===== config.mk =====
export PLATFORM = sky130hd
export DESIGN_NAME = fixed_width_coordinate_field_decoder
export DESIGN_NICKNAME = d
export VERILOG_FILES = /design/src/rtl/fwcd_pkg.sv /design/src/rtl/fixed_width_coordinate_field_decoder.sv /design/src/rtl/fwcd_front.sv /design/src/rtl/fwcd_cmd_queue.sv /design/src/rtl/fwcd_back.sv
export SDC_FILE = /design/constraint.sdc
export NUM_CORES = 1
export LEC_CHECK = 0
export BUFFER_PORTS_ARGS = -buffer_cell sky130_fd_sc_hd__buf_4
export CAP_MARGIN = 10
export CORE_ASPECT_RATIO = 0.8
export CORE_UTILIZATION = 65
export DETAILED_ROUTE_END_ITERATION = 10
export PLACE_DENSITY_LB_ADDON = 0.2
export SLEW_MARGIN = 0
export SYNTH_ARGS = -nofsm -noshare
export SYNTH_HDL_FRONTEND = slang
export SYNTH_SLANG_ARGS = --single-unit
export TNS_END_PERCENT = 1

===== constraint.sdc =====
create_clock -name clk -period 22.2 [get_ports clk]
set_input_delay 1.11 -clock clk [delete_from_list [all_inputs] [get_ports clk]]
set_output_delay 1.11 -clock clk [all_outputs]
set_load 0.005 [all_outputs]

===== src/rtl/fwcd_pkg.sv =====
// Shared types, constants and layout tables for the coordinate field decoder.
package fwcd_pkg;

  localparam int CHAR_W = 8;
  localparam int MODE_W = 2;
  localparam int POS_W  = 4;
  localparam int ACC_W  = 17;
  localparam int TOT_W  = 29;
  localparam int VAL_W  = 30;
  localparam int WGT_W  = 19;

  // field layouts
  localparam logic [MODE_W-1:0] MODE_LAT  = 2'd0;
  localparam logic [MODE_W-1:0] MODE_LON  = 2'd1;
  localparam logic [MODE_W-1:0] MODE_MVAR = 2'd2;
  localparam logic [MODE_W-1:0] MODE_ELEV = 2'd3;

  // characters of interest
  localparam logic [CHAR_W-1:0] CH_NORTH = 8'h4E;
  localparam logic [CHAR_W-1:0] CH_EAST  = 8'h45;
  localparam logic [CHAR_W-1:0] CH_MINUS = 8'h2D;
  localparam logic [CHAR_W-1:0] CH_SPACE = 8'h20;
  localparam logic [CHAR_W-1:0] CH_ZERO  = 8'h30;
  localparam logic [CHAR_W-1:0] CH_NINE  = 8'h39;

  // character classes
  localparam logic [1:0] KIND_DIGIT = 2'd0;
  localparam logic [1:0] KIND_SPACE = 2'd1;
  localparam logic [1:0] KIND_OTHER = 2'd2;

  // weight selectors
  localparam logic [2:0] WS_NONE   = 3'd0;
  localparam logic [2:0] WS_DEG_LL = 3'd1;  // degree, lat/lon
  localparam logic [2:0] WS_MIN_LL = 3'd2;  // minute, lat/lon
  localparam logic [2:0] WS_SEC    = 3'd3;
  localparam logic [2:0] WS_UNIT   = 3'd4;
  localparam logic [2:0] WS_DEG_MV = 3'd5;  // degree, magvar
  localparam logic [2:0] WS_MIN_MV = 3'd6;  // minute, magvar

  // classified character, front to back
  typedef struct packed {
    logic             digit_en;
    logic [1:0]       kind;
    logic [3:0]       dval;
    logic             commit;
    logic [2:0]       wsel;
    logic             last;
    logic             neg;
    logic             short_fld;
  } cmd_t;

  typedef struct packed {
    logic [VAL_W-1:0] value;
    logic             short_fld;
  } res_t;

  function automatic logic [2:0] weight_sel(input logic [MODE_W-1:0] m,
                                            input logic [POS_W-1:0] p);
    logic [2:0] ws;
    ws = WS_NONE;
    case (m)
      MODE_LAT: begin
        case (p)
          4'd1, 4'd2: ws = WS_DEG_LL;
          4'd3, 4'd4: ws = WS_MIN_LL;
          4'd5, 4'd6: ws = WS_SEC;
          4'd7, 4'd8: ws = WS_UNIT;
          default:    ws = WS_NONE;
        endcase
      end
      MODE_LON: begin
        case (p)
          4'd1, 4'd2, 4'd3: ws = WS_DEG_LL;
          4'd4, 4'd5:       ws = WS_MIN_LL;
          4'd6, 4'd7:       ws = WS_SEC;
          4'd8, 4'd9:       ws = WS_UNIT;
          default:          ws = WS_NONE;
        endcase
      end
      MODE_MVAR: begin
        case (p)
          4'd1, 4'd2, 4'd3: ws = WS_DEG_MV;
          4'd4, 4'd5:       ws = WS_MIN_MV;
          4'd6:             ws = WS_UNIT;
          default:          ws = WS_NONE;
        endcase
      end
      default: begin
        case (p)
          4'd0, 4'd1, 4'd2, 4'd3, 4'd4: ws = WS_UNIT;
          default:                      ws = WS_NONE;
        endcase
      end
    endcase
    return ws;
  endfunction

  function automatic logic subfield_end(input logic [MODE_W-1:0] m,
                                        input logic [POS_W-1:0] p);
    logic e;
    case (m)
      MODE_LAT:  e = (p == 4'd2) || (p == 4'd4) || (p == 4'd6) || (p == 4'd8);
      MODE_LON:  e = (p == 4'd3) || (p == 4'd5) || (p == 4'd7) || (p == 4'd9);
      MODE_MVAR: e = (p == 4'd3) || (p == 4'd5) || (p == 4'd6);
      default:   e = (p == 4'd4);
    endcase
    return e;
  endfunction

  function automatic logic [POS_W-1:0] layout_len(input logic [MODE_W-1:0] m);
    logic [POS_W-1:0] n;
    case (m)
      MODE_LAT:  n = 4'd9;
      MODE_LON:  n = 4'd10;
      MODE_MVAR: n = 4'd7;
      default:   n = 4'd5;
    endcase
    return n;
  endfunction

  function automatic logic [WGT_W-1:0] weight_val(input logic [2:0] ws);
    logic [WGT_W-1:0] w;
    case (ws)
      WS_DEG_LL: w = 19'd360000;
      WS_MIN_LL: w = 19'd6000;
      WS_SEC:    w = 19'd100;
      WS_UNIT:   w = 19'd1;
      WS_DEG_MV: w = 19'd600;
      WS_MIN_MV: w = 19'd10;
      default:   w = '0;
    endcase
    return w;
  endfunction

endpackage


===== src/rtl/fixed_width_coordinate_field_decoder.sv =====
// Top level of the fixed-width coordinate field decoder.
//
//   channel  | handshake        | payload
//   ---------+------------------+-------------------------------------------
//   input    | push / full      | in_char_code[7:0], in_mode[1:0], in_last
//   result   | empty / pop      | out_value[29:0] signed, out_short_field
//
// One character is taken per clock; a transfer can happen on every edge while
// the result side keeps popping. A result reaches the ports through the command
// queue, then the commit stage, whose weighted add is written into the result
// queue. One character a cycle unless full is raised.
// Reset (rst_n low, synchronous) clears position, layout, queues and totals.
// A stalled result side fills the result queue, commit stage and command queue, then raises full.
module fixed_width_coordinate_field_decoder import fwcd_pkg::*; (
  input  logic                    clk,
  input  logic                    rst_n,
  input  logic                    push,
  output logic                    full,
  input  logic [CHAR_W-1:0]       in_char_code,
  input  logic [MODE_W-1:0]       in_mode,
  input  logic                    in_last,
  output logic                    empty,
  input  logic                    pop,
  output logic signed [VAL_W-1:0] out_value,
  output logic                    out_short_field
);

  logic accept;
  cmd_t front_cmd;
  cmd_t back_cmd;
  logic q_empty;
  logic q_take;

  // input transfer
  assign accept = push && !full;

  // position tracking and classification
  fwcd_front u_front (
    .clk       (clk),
    .rst_n     (rst_n),
    .accept    (accept),
    .char_code (in_char_code),
    .mode      (in_mode),
    .last      (in_last),
    .cmd       (front_cmd)
  );

  // decouples the front from back-end stalls
  fwcd_cmd_queue u_queue (
    .clk     (clk),
    .rst_n   (rst_n),
    .wr_en   (accept),
    .wr_data (front_cmd),
    .full    (full),
    .rd_en   (q_take),
    .rd_data (back_cmd),
    .empty   (q_empty)
  );

  // accumulation, weighting, sign and result queue
  fwcd_back u_back (
    .clk       (clk),
    .rst_n     (rst_n),
    .cmd       (back_cmd),
    .cmd_valid (!q_empty),
    .cmd_take  (q_take),
    .res_empty (empty),
    .res_pop   (pop),
    .res_value (out_value),
    .res_short (out_short_field)
  );

endmodule


===== src/rtl/fwcd_front.sv =====
// Front end: character position, layout latch, sign and character classification.
module fwcd_front import fwcd_pkg::*; (
  input  logic              clk,
  input  logic              rst_n,
  input  logic              accept,
  input  logic [CHAR_W-1:0] char_code,
  input  logic [MODE_W-1:0] mode,
  input  logic              last,
  output cmd_t              cmd
);

  logic [POS_W-1:0]  pos_r, pos_nxt;
  logic [MODE_W-1:0] mode_r, mode_nxt;
  logic              neg_r, neg_nxt;

  logic              first;
  logic [MODE_W-1:0] m;
  logic              is_digit;
  logic              neg_cur;
  logic              digit_pos;
  logic [2:0]        ws;

  always_comb begin
    first    = (pos_r == '0);
    m        = first ? mode : mode_r;
    is_digit = (char_code >= CH_ZERO) && (char_code <= CH_NINE);

    neg_cur = neg_r;
    if (first) begin
      case (m)
        MODE_LAT:  neg_cur = (char_code != CH_NORTH);
        MODE_LON,
        MODE_MVAR: neg_cur = (char_code != CH_EAST);
        default:   neg_cur = (char_code == CH_MINUS);
      endcase
    end

    // hemisphere letter or elevation minus sign is not a digit position
    digit_pos = !(first && ((m != MODE_ELEV) || (char_code == CH_MINUS)));
    ws        = weight_sel(m, pos_r);

    cmd.digit_en  = digit_pos && (ws != WS_NONE);
    cmd.kind      = is_digit ? KIND_DIGIT :
                    (char_code == CH_SPACE) ? KIND_SPACE : KIND_OTHER;
    cmd.dval      = char_code[3:0];
    cmd.commit    = (ws != WS_NONE) && (subfield_end(m, pos_r) || last);
    cmd.wsel      = ws;
    cmd.last      = last;
    cmd.neg       = neg_cur;
    cmd.short_fld = ({1'b0, pos_r} + 5'd1) < {1'b0, layout_len(m)};

    pos_nxt  = pos_r;
    mode_nxt = mode_r;
    neg_nxt  = neg_r;
    if (accept) begin
      mode_nxt = m;
      neg_nxt  = neg_cur;
      if (last) begin
        pos_nxt = '0;
      end else if (pos_r != '1) begin
        pos_nxt = pos_r + 4'd1;
      end
    end
  end

  always_ff @(posedge clk) begin
    if (!rst_n) begin
      pos_r  <= '0;
      mode_r <= MODE_LAT;
      neg_r  <= 1'b0;
    end else begin
      pos_r  <= pos_nxt;
      mode_r <= mode_nxt;
      neg_r  <= neg_nxt;
    end
  end

endmodule


===== src/rtl/fwcd_cmd_queue.sv =====
// Two-entry queue of classified characters between front and back.
module fwcd_cmd_queue import fwcd_pkg::*; (
  input  logic clk,
  input  logic rst_n,
  input  logic wr_en,
  input  cmd_t wr_data,
  output logic full,
  input  logic rd_en,
  output cmd_t rd_data,
  output logic empty
);

  cmd_t       entries_r [2];
  logic       wr_ptr_r, wr_ptr_nxt;
  logic       rd_ptr_r, rd_ptr_nxt;
  logic [1:0] count_r, count_nxt;

  always_comb begin
    full       = (count_r == 2'd2);
    empty      = (count_r == 2'd0);
    rd_data    = entries_r[rd_ptr_r];
    wr_ptr_nxt = wr_ptr_r ^ wr_en;
    rd_ptr_nxt = rd_ptr_r ^ rd_en;
    count_nxt  = count_r + {1'b0, wr_en} - {1'b0, rd_en};
  end

  always_ff @(posedge clk) begin
    if (wr_en) begin
      entries_r[wr_ptr_r] <= wr_data;
    end
  end

  always_ff @(posedge clk) begin
    if (!rst_n) begin
      wr_ptr_r <= 1'b0;
      rd_ptr_r <= 1'b0;
      count_r  <= '0;
    end else begin
      wr_ptr_r <= wr_ptr_nxt;
      rd_ptr_r <= rd_ptr_nxt;
      count_r  <= count_nxt;
    end
  end

endmodule


===== src/rtl/fwcd_back.sv =====
// Back end: subfield accumulation, weighted total, signing and result queue.
module fwcd_back import fwcd_pkg::*; (
  input  logic                    clk,
  input  logic                    rst_n,
  input  cmd_t                    cmd,
  input  logic                    cmd_valid,
  output logic                    cmd_take,
  output logic                    res_empty,
  input  logic                    res_pop,
  output logic signed [VAL_W-1:0] res_value,
  output logic                    res_short
);

  // accumulate stage
  logic [ACC_W-1:0] acc_r, acc_nxt;
  logic             started_r, started_nxt;
  logic             stopped_r, stopped_nxt;
  logic [ACC_W-1:0] acc_upd;
  logic             started_upd, stopped_upd;

  // commit stage: one finished subfield waiting to be weighted
  logic             p_valid_r, p_valid_nxt;
  logic [ACC_W-1:0] p_acc_r;
  logic [2:0]       p_wsel_r;
  logic             p_last_r, p_neg_r, p_short_r;
  logic             p_retire;
  logic             p_load;

  logic [TOT_W-1:0]       total_r, total_nxt;
  logic [TOT_W-1:0]       total_sum;
  logic [ACC_W+WGT_W-1:0] product;
  logic [VAL_W-1:0]       signed_val;

  // result queue
  res_t       res_r [2];
  logic       rw_ptr_r, rr_ptr_r;
  logic [1:0] rcount_r, rcount_nxt;
  logic       res_full, res_push, res_take;

  always_comb begin
    res_full  = (rcount_r == 2'd2);
    res_empty = (rcount_r == 2'd0);
    res_take  = res_pop && !res_empty;

    p_retire = p_valid_r && (!p_last_r || !res_full);
    cmd_take = cmd_valid && (!p_valid_r || p_retire);
    p_load   = cmd_take && (cmd.commit || cmd.last);

    acc_upd     = acc_r;
    started_upd = started_r;
    stopped_upd = stopped_r;
    if (cmd.digit_en && !stopped_r) begin
      case (cmd.kind)
        KIND_DIGIT: begin
          acc_upd     = ACC_W'({acc_r, 3'b000} + {acc_r, 1'b0} + {{(ACC_W-1){1'b0}}, cmd.dval});
          started_upd = 1'b1;
        end
        KIND_SPACE: begin
          stopped_upd = started_r;   // leading spaces skipped
        end
        default: begin
          stopped_upd = 1'b1;
        end
      endcase
    end

    acc_nxt     = acc_r;
    started_nxt = started_r;
    stopped_nxt = stopped_r;
    if (cmd_take) begin
      if (cmd.commit || cmd.last) begin
        acc_nxt     = '0;
        started_nxt = 1'b0;
        stopped_nxt = 1'b0;
      end else begin
        acc_nxt     = acc_upd;
        started_nxt = started_upd;
        stopped_nxt = stopped_upd;
      end
    end

    p_valid_nxt = cmd_take ? p_load : (p_valid_r && !p_retire);

    product    = p_acc_r * weight_val(p_wsel_r);
    total_sum  = total_r + product[TOT_W-1:0];
    signed_val = p_neg_r ? (VAL_W'(0) - {1'b0, total_sum}) : {1'b0, total_sum};
    res_push   = p_retire && p_last_r;

    total_nxt = total_r;
    if (p_retire) begin
      total_nxt = p_last_r ? '0 : total_sum;
    end

    rcount_nxt = rcount_r + {1'b0, res_push} - {1'b0, res_take};

    res_value = res_r[rr_ptr_r].value;
    res_short = res_r[rr_ptr_r].short_fld;
  end

  always_ff @(posedge clk) begin
    if (p_load) begin
      p_acc_r   <= acc_upd;
      p_wsel_r  <= cmd.commit ? cmd.wsel : WS_NONE;
      p_last_r  <= cmd.last;
      p_neg_r   <= cmd.neg;
      p_short_r <= cmd.short_fld;
    end
    if (res_push) begin
      res_r[rw_ptr_r] <= '{value: signed_val, short_fld: p_short_r};
    end
  end

  always_ff @(posedge clk) begin
    if (!rst_n) begin
      acc_r     <= '0;
      started_r <= 1'b0;
      stopped_r <= 1'b0;
      p_valid_r <= 1'b0;
      total_r   <= '0;
      rw_ptr_r  <= 1'b0;
      rr_ptr_r  <= 1'b0;
      rcount_r  <= '0;
    end else begin
      acc_r     <= acc_nxt;
      started_r <= started_nxt;
      stopped_r <= stopped_nxt;
      p_valid_r <= p_valid_nxt;
      total_r   <= total_nxt;
      rw_ptr_r  <= rw_ptr_r ^ res_push;
      rr_ptr_r  <= rr_ptr_r ^ res_take;
      rcount_r  <= rcount_nxt;
    end
  end

endmodule

==> Word level (Yosys, flattened, before mapping) <==
Memory sizes are Yosys's and may differ from the RTL's. A register that Yosys moved wholly into a read port is not among the register bits.
Cells that the tools add are included.
{ "word_totals": {"word_cells": 152, "out_inout_bits": 33, "in_bits": 15, "memories": 4, "ramBits": 90, "ff_bits": 87, "mem_bits_ro": 96} }
{ "mem_list": {"columns": ["name", "words", "width", "rd", "rd_ports_with_merged_regs", "write_ports", "line_no", "source"], "rows": [
  ["u_back.res_r", 2, 31, 1, 1, 1, "fwcd_back.sv:35", "res_t res_r [2];"],
  ["(name not given)", 16, 3, 1, 1, 0, "fwcd_pkg.sv:63", "case (p)"],
  ["(name not given)", 16, 3, 1, 1, 0, "fwcd_pkg.sv:72", "case (p)"],
  ["u_queue.entries_r", 2, 14, 1, 1, 1, "fwcd_cmd_queue.sv:13", "cmd_t entries_r [2];"]
]} }
{ "classes": {"n_eq_ne": 27, "n_bitwise": 4, "addsub": 10, "n_reduce_logical": 49, "muxes": 35, "multipliers": 1, "magnitude_cmp": 3} }
{ "ops": {"columns": ["cell", "count"], "rows": [
  ["19-bit one-hot mux with 6 select lines", 1],
  ["17-bit two-way mux", 3],
  ["30-bit two-way mux", 1],
  ["1-bit by 29-bit subtractor with 30-bit output, first input constant", 1],
  ["29-bit adder", 1],
  ["17-bit by 19-bit multiplier with 29-bit output", 1],
  ["29-bit two-way mux", 1],
  ["4-bit two-way mux", 6],
  ["3-bit one-hot mux with 3 select lines", 2],
  ["17-bit adder", 1],
  ["17-bit by 4-bit adder with 17-bit output", 1],
  ["4-bit by 3-bit == test with 1-bit output, second input constant", 4],
  ["8-bit by 6-bit == test with 1-bit output, second input constant", 2],
  ["8-bit by 7-bit != test with 1-bit output, second input constant", 2],
  ["1-bit two-way mux", 13],
  ["1-bit logical AND", 12],
  ["1-bit logical OR", 12],
  ["4-bit one-hot mux with 3 select lines", 1],
  ["3-bit == test, second input constant", 3],
  ["1-bit zero test", 9],
  ["4-bit by 2-bit == test with 1-bit output, second input constant", 2],
  ["4-bit == test, second input constant", 2],
  ["8-bit by 6-bit greater-or-equal comparator with 1-bit output, second input constant", 1],
  ["8-bit by 6-bit <= comparator with 1-bit output, second input constant", 1],
  ["27 further kinds", 46]
]} }

==> Logic depth before layout (Yosys ltp) <==
{ "depth": {"depth_word": 8, "ltp_mapped": 30, "depth_no_buf": 27} }

==> Hierarchy <==
A second synthesis with hierarchy kept.
{ "hier_totals": {"hier_cells": 1853, "area_unflattened_um2": 18328.8} }
{ "by_module_without_submodules": {"columns": ["mod", "instances", "cells_each", "seq_area_each_um2", "area_per_inst_um2"], "rows": [
  ["fwcd_back", 1, 1634, 3633.5, 15854.0],
  ["fwcd_cmd_queue", 1, 64, 940.9, 1243.7],
  ["fwcd_front", 1, 153, 260.2, 1213.7],
  ["fixed_width_coordinate_field_decoder", 1, 2, 0.0, 17.5]
]} }

==> Worst setup path after synthesis <==
OpenSTA, ideal clock, no wires.
{ "synth_path": {"path_kind": "register to register", "from": "register u_back.p_wsel_r[2]", "to": "memory u_back.res_r[0][29] (netlist name) (data pin)", "path_buffers": 5, "path_stages_with_launch": 29, "setup_slack_ps": 14470, "required_ps": 21926, "arrival_ps": 7456, "period_less_slack_ps": 7730, "setup_time_ps": 274, "cell_sequence": "edfxtp_1 clkbuf_1 nor2b_1 clkbuf_1 nor2b_1 clkbuf_1 a21o_1 clkbuf_1 nand2_1 fa_1 inv_1 fa_1 fa_1 fa_1 fa_1 inv_1 fa_1 inv_1 ha_1 clkbuf_2 nand4_1 nor2_1 a2111o_1 o2111ai_2 a31oi_1 xnor2_1 or4b_1 o41ai_2 xor2_1"} }
{ "synth_via": {"elab_chain_cells": 6, "elab_cells_between_ends": 11, "classes_between": "2 x add/sub; 1 x mul; 6 x eq/ne; 2 x mux"} }
{ "synth_rtl": {"columns": ["item", "line_no", "source"], "rows": [
  ["start, declared", "fwcd_back.sv:24", "logic [2:0] p_wsel_r;"],
  ["start signal, assigned", "fwcd_back.sv:103", "p_wsel_r <= cmd.commit ? cmd.wsel : WS_NONE;"],
  ["3-bit == test (tied with other cells)", "fwcd_pkg.sv:123", "case (ws)"],
  ["19-bit one-hot mux with 6 select lines (*)", "fwcd_pkg.sv:123", null],
  ["17-bit by 19-bit multiplier with 29-bit output (*)", "fwcd_back.sv:84", "product = p_acc_r * weight_val(p_wsel_r);"],
  ["29-bit adder (*)", "fwcd_back.sv:85", "total_sum = total_r + product[TOT_W-1:0];"],
  ["1-bit by 29-bit subtractor with 30-bit output", "fwcd_back.sv:86", "signed_val = p_neg_r ? (VAL_W'(0) - {1'b0, total_sum}) : {1'b0, total_sum};"],
  ["30-bit two-way mux (*)", "fwcd_back.sv:86", null],
  ["named net u_back.signed_val[28]", "fwcd_back.sv:32", "logic [VAL_W-1:0] signed_val;"],
  ["end, declared", "fwcd_back.sv:35", null]
]} }
Mark *: on every way through the listed nets, which the timed path passes. The rest lies on a longest branch.

==> Worst setup path after layout <==
{ "layout_path": {"from": "register u_back.p_wsel_r[0]", "to": "memory u_back.res_r[0][29] (netlist name) (data pin)"} }
The elaborated chain is that of the path after synthesis.

==> report_table.html <==
<table>
<tr><th>Metric</th><th>Value</th></tr>
<tr><th colspan="2">Min path</th></tr>
<tr><td>Hold WC Path Type</td><td>flop to flop</td></tr>
<tr><td>Launch instance of the worst min-delay path</td><td>u_back.started_r</td></tr>
<tr><th colspan="2">CTS</th></tr>
<tr><td>Buffers from clock root to sink, at most</td><td>2</td></tr>
<tr><td>Number of buffers inserted by hold repair at cts</td><td>0</td></tr>
<tr><td>Clock latency of the later-clocked register in the worst-skew pair</td><td>approximately 0.44 ns</td></tr>
<tr><td>TritonCTS clock tree</td><td>yes</td></tr>
<tr><td>Number of post-CTS setup repair buffers</td><td>0</td></tr>
<tr><td>CTS Sinks</td><td>185</td></tr>
<tr><td>Clock transition at the register clock pins on the worst setup and hold paths after CTS</td><td>0.08 ns</td></tr>
<tr><td>Clock H-tree levels</td><td>4</td></tr>
<tr><td>Total CTS buffers</td><td>17</td></tr>
<tr><td>Post-cts repair resize count</td><td>0</td></tr>
<tr><td>Clock root buffer</td><td>sky130_fd_sc_hd__clkbuf_16</td></tr>
<tr><th colspan="2">Run status</th></tr>
<tr><td>Status</td><td>finished clean</td></tr>
<tr><th colspan="2">Synth</th></tr>
<tr><td>Count of mapped cells out of synthesis</td><td>1,798</td></tr>
<tr><td>Number of register bits inferred by synthesis</td><td>185</td></tr>
<tr><td>Synthesized Nets</td><td>2,194</td></tr>
<tr><td>Share of async-settable or async-resettable flops after synthesis</td><td>0%</td></tr>
<tr><td>Number of different library cells in the post-synthesis netlist</td><td>84</td></tr>
<tr><td>Commonest register cell after synthesis</td><td>sky130_fd_sc_hd__edfxtp_1</td></tr>
<tr><td>Number of enable flip-flop cells after synthesis</td><td>113</td></tr>
<tr><td>Synthesis warning total</td><td>0</td></tr>
<tr><td>Sequential fraction of the synthesis area</td><td>between 20% and 30%</td></tr>
<tr><td>Synth Cell Area</td><td>18,200 µm²</td></tr>
<tr><td>Post-Syn Area per Cell</td><td>about 10 µm²</td></tr>
<tr><th colspan="2">Floorplanning</th></tr>
<tr><td>Number of placement rows</td><td>54</td></tr>
<tr><td>Initial cell density of the core</td><td>66.4%</td></tr>
<tr><td>Area of the die</td><td>28,700 µm²</td></tr>
<tr><td>I/O pin count</td><td>48</td></tr>
<tr><td>Core Footprint</td><td>approximately 27,000 µm²</td></tr>
<tr><td>Die Ht</td><td>between 150 and 200 µm</td></tr>
<tr><td>Die outline width</td><td>189 µm</td></tr>
<tr><th colspan="2">STA</th></tr>
<tr><td>Hold slack final</td><td>~0.47 ns</td></tr>
<tr><td>Worst clock skew</td><td>0.0167 ns</td></tr>
<tr><td>Setup repair after global routing missed its margin</td><td>no</td></tr>
<tr><td>Max Slew Vio Count</td><td>0</td></tr>
<tr><td>Max Freq</td><td>around 0.11 GHz</td></tr>
<tr><td>Final worst setup slack</td><td>roughly 13 ns</td></tr>
<tr><td>Final period util</td><td>a little under 40%</td></tr>
<tr><td>Slew HR</td><td>20.5%</td></tr>
<tr><td>Final Hold Violating Endpoints</td><td>0</td></tr>
<tr><td>Final Critical Period</td><td>8.71 ns</td></tr>
<tr><td>Number of endpoints failing setup at the final stage</td><td>0</td></tr>
<tr><td>Slew of the pin with the lowest slew margin</td><td>1.19 ns</td></tr>
<tr><td>Final sum of negative setup slack</td><td>0 ns</td></tr>
<tr><th colspan="2">Critical path</th></tr>
<tr><td>Type of origin of the critical path</td><td>flop</td></tr>
<tr><td>Endpoint required time on the critical path</td><td>roughly 22 ns</td></tr>
<tr><td>Critical Path AT</td><td>8.99 ns</td></tr>
<tr><td>Critical Path End Type</td><td>flop</td></tr>
<tr><td>Worst Setup Path Type</td><td>flop to flop</td></tr>
<tr><td>Startpoint of the lowest-slack register-to-register path</td><td>u_back.p_wsel_r[0]</td></tr>
<tr><td>Max FO, Critical Path</td><td>25</td></tr>
<tr><td>R2R cell count</td><td>24</td></tr>
<tr><td>End point of the critical path</td><td>u_back.res_r[0][29]</td></tr>
<tr><td>Internal reg-to-reg setup slack</td><td>about 13 ns</td></tr>
<tr><td>Crit. Startpoint</td><td>u_back.p_wsel_r[0]</td></tr>
<tr><td>Crit Reg-Reg Endpoint</td><td>u_back.res_r[0][29]</td></tr>
<tr><th colspan="2">Routing</th></tr>
<tr><td>Total iterations of the first detailed-routing run</td><td>5</td></tr>
<tr><td>Drc violations</td><td>0</td></tr>
<tr><td>Ratio of routed vias to standard cells</td><td>between 5 and 6</td></tr>
<tr><td>Routed wire per std cell</td><td>between 15 and 20 µm</td></tr>
<tr><td>Antenna viol nets, final</td><td>0</td></tr>
<tr><td>Total Wirelength</td><td>40,400 µm</td></tr>
<tr><td>Via count</td><td>12,500</td></tr>
<tr><td>Initial DRC count</td><td>approximately 920</td></tr>
<tr><th colspan="2">Placement</th></tr>
<tr><td>Port bufs</td><td>47</td></tr>
<tr><td>Final weighted congestion in routability-driven placement</td><td>0.938</td></tr>
<tr><td>Setup slack after placement</td><td>13.59 ns</td></tr>
<tr><td>Placed wire-length estimate after detailed placement</td><td>32,100 µm</td></tr>
<tr><th colspan="2">Final layout</th></tr>
<tr><td>Count of inserted antenna diode cells</td><td>0</td></tr>
<tr><td>Final #Nets</td><td>approximately 2,200</td></tr>
<tr><td>Fill cell instance count of the final layout</td><td>2,063</td></tr>
<tr><td>Share of cells above drive strength 1</td><td>a little under a tenth</td></tr>
<tr><td>Layout-stage area growth over the synthesis result</td><td>6.73%</td></tr>
<tr><th colspan="2">Global route</th></tr>
<tr><td>Overall track demand over capacity in global routing</td><td>29.7%</td></tr>
<tr><td>Number of global-route vias before repair</td><td>12,700</td></tr>
<tr><td>Wire length of the first global-routing pass</td><td>roughly 66,000 µm</td></tr>
<tr><td>Largest net degree at the start of global routing</td><td>between 70 and 80</td></tr>
<tr><td>Antenna violations before repair</td><td>0</td></tr>
<tr><td>GRT Residual Overflow</td><td>0</td></tr>
<tr><th colspan="2">Run</th></tr>
<tr><td>Max Cap Viol</td><td>0</td></tr>
</table>
==> worst min-delay path by stage <==
stage	cells after the start	slack (ns)	endpoint
finish	2	0.47	u_back.started_r
CTS	2	0.48	u_back.total_r[4]
detailed placement	2	0.46	u_back.started_r
global placement	2	0.45	u_back.started_r
floorplan	0	0.42	u_back.res_r[0][0]
global route	0	0.50	u_back.res_r[1][0]
==> state kept, by name, indices dropped and copies added (netlist names), named ones only <==
register and cells:
u_back.started_r 1, u_back.p_neg_r 1, u_queue.count_r 2, u_back.rcount_r 2
u_back.p_wsel_r 3, u_queue.entries_r 28, u_queue.rd_ptr_r 1, u_back.stopped_r 1
u_front.mode_r 2, u_back.rw_ptr_r 1, u_front.pos_r 4, u_front.neg_r 1
u_back.acc_r 17, u_back.rr_ptr_r 1, u_back.p_last_r 1, u_back.res_r 62
u_back.p_valid_r 1, u_back.total_r 29, u_back.p_acc_r 17, u_queue.wr_ptr_r 1
u_back.p_short_r 1
==> layer usage <==
layer,up-vias,wire (µm),GRT usage [%]
li1,5848,-,-
met1,6141,17900,41.2
met2,416,19200,49.4
met3,58,2410,4.03
met4,0,840,8.35
met5,-,0,0
==> synth_stat cells (7+ instances only) <==
cell,number,area share (%)
sky130_fd_sc_hd__nand2_1,119,2.5
sky130_fd_sc_hd__o21ai_0,37,1.0
sky130_fd_sc_hd__nor3_1,19,0.52
sky130_fd_sc_hd__mux2i_1,8,0.44
sky130_fd_sc_hd__o21a_1,9,0.37
sky130_fd_sc_hd__xor2_1,21,1.0
sky130_fd_sc_hd__clkbuf_1,47,0.97
sky130_fd_sc_hd__o31ai_1,9,0.37
sky130_fd_sc_hd__a21boi_0,10,0.41
sky130_fd_sc_hd__ha_1,156,11
sky130_fd_sc_hd__nor2b_1,43,1.5
sky130_fd_sc_hd__nand3_1,29,0.80
sky130_fd_sc_hd__or2_2,9,0.31
sky130_fd_sc_hd__inv_1,370,7.6
sky130_fd_sc_hd__nor2_1,57,1.2
sky130_fd_sc_hd__nand2b_1,12,0.41
sky130_fd_sc_hd__mux2_2,50,3.1
sky130_fd_sc_hd__nand4_1,7,0.24
sky130_fd_sc_hd__and2_1,103,3.5
sky130_fd_sc_hd__xnor2_1,58,2.8
sky130_fd_sc_hd__a21o_1,11,0.45
sky130_fd_sc_hd__and3_1,27,0.93
sky130_fd_sc_hd__edfxtp_1,113,19
sky130_fd_sc_hd__dfxtp_1,72,7.9
sky130_fd_sc_hd__a22oi_1,26,1.1
sky130_fd_sc_hd__a21oi_1,35,0.96
sky130_fd_sc_hd__fa_1,225,25
==> critical path, stage by stage (launching register included) <==
cell and delay [ns]:
sky130_fd_sc_hd__edfxtp_1 0.87, sky130_fd_sc_hd__nor2b_1 0.36, sky130_fd_sc_hd__buf_4 0.27, sky130_fd_sc_hd__or2_2 0.42, sky130_fd_sc_hd__and2_1 0.24, sky130_fd_sc_hd__fa_1 0.50
sky130_fd_sc_hd__inv_1 0.06, sky130_fd_sc_hd__fa_1 0.45, sky130_fd_sc_hd__fa_1 0.51, sky130_fd_sc_hd__inv_1 0.05, sky130_fd_sc_hd__fa_1 0.47, sky130_fd_sc_hd__fa_1 0.57
sky130_fd_sc_hd__inv_1 0.07, sky130_fd_sc_hd__fa_1 0.55, sky130_fd_sc_hd__inv_1 0.05, sky130_fd_sc_hd__ha_1 0.39, sky130_fd_sc_hd__nand4_1 0.13, sky130_fd_sc_hd__nor2_1 0.05
sky130_fd_sc_hd__a2111o_1 0.47, sky130_fd_sc_hd__o2111ai_2 0.27, sky130_fd_sc_hd__a31oi_1 0.18, sky130_fd_sc_hd__xnor2_1 0.45, sky130_fd_sc_hd__or4b_1 0.54, sky130_fd_sc_hd__o41ai_2 0.38
sky130_fd_sc_hd__xor2_1 0.24
==> cell type report <==
cell class | instances | area [µm²] | area share [%]
multi-input cells | 1181 | 11700 | 60.2
inverters | 370 | 1390 | 7.14
repair buffers | 58 | 435 | 2.24
well taps | 364 | 455 | 2.34
clock inverters | 13 | 171 | 0.882
flip-flops and latches | 185 | 4830 | 24.9
clock buffers | 19 | 454 | 2.34
==> kinds of logic after synthesis <==
group	after synthesis	synth area share (%)
AOI/OAI and AO/OA	207	8.07
xor gates and xnor gates	79	3.80
adders and majority gates	381	35.4
buffers and inverters	432	9.25
DFF	185	26.5
muxes	58	3.53
and+or+nand+nor	456	13.4
==> placed cells by master (no fill, tap or decap), types with 18 or more instances in the layout <==
cell type	synthesis	layout
sky130_fd_sc_hd__dfxtp_1	72	72
sky130_fd_sc_hd__xor2_1	21	21
sky130_fd_sc_hd__clkbuf_16	0	18
sky130_fd_sc_hd__and3_1	27	27
sky130_fd_sc_hd__edfxtp_1	113	113
sky130_fd_sc_hd__and2_1	103	103
sky130_fd_sc_hd__nor2_1	57	57
sky130_fd_sc_hd__mux2_2	50	50
sky130_fd_sc_hd__nor3_1	19	18
sky130_fd_sc_hd__a22oi_1	26	26
sky130_fd_sc_hd__buf_4	1	58
sky130_fd_sc_hd__o21ai_0	37	37
sky130_fd_sc_hd__nand3_1	29	29
sky130_fd_sc_hd__nor2b_1	43	43
sky130_fd_sc_hd__ha_1	156	156
sky130_fd_sc_hd__inv_1	370	370
sky130_fd_sc_hd__xnor2_1	58	58
sky130_fd_sc_hd__a21oi_1	35	35
sky130_fd_sc_hd__nand2_1	119	119
sky130_fd_sc_hd__fa_1	225	225
==> metrics by stage <==
stage	instance area, µm²	util [%]	instances
floorplan	18200	-	1798
global placement	18800	68.6	2158
detailed placement	18800	68.6	2158
CTS	19400	70.9	2190
global route	19400	70.9	2190
finish	19400	70.9	2190
Power is left out: the tool's default activity adds up to more than one toggle a clock period on the data nets, which glitch-free logic cannot reach.
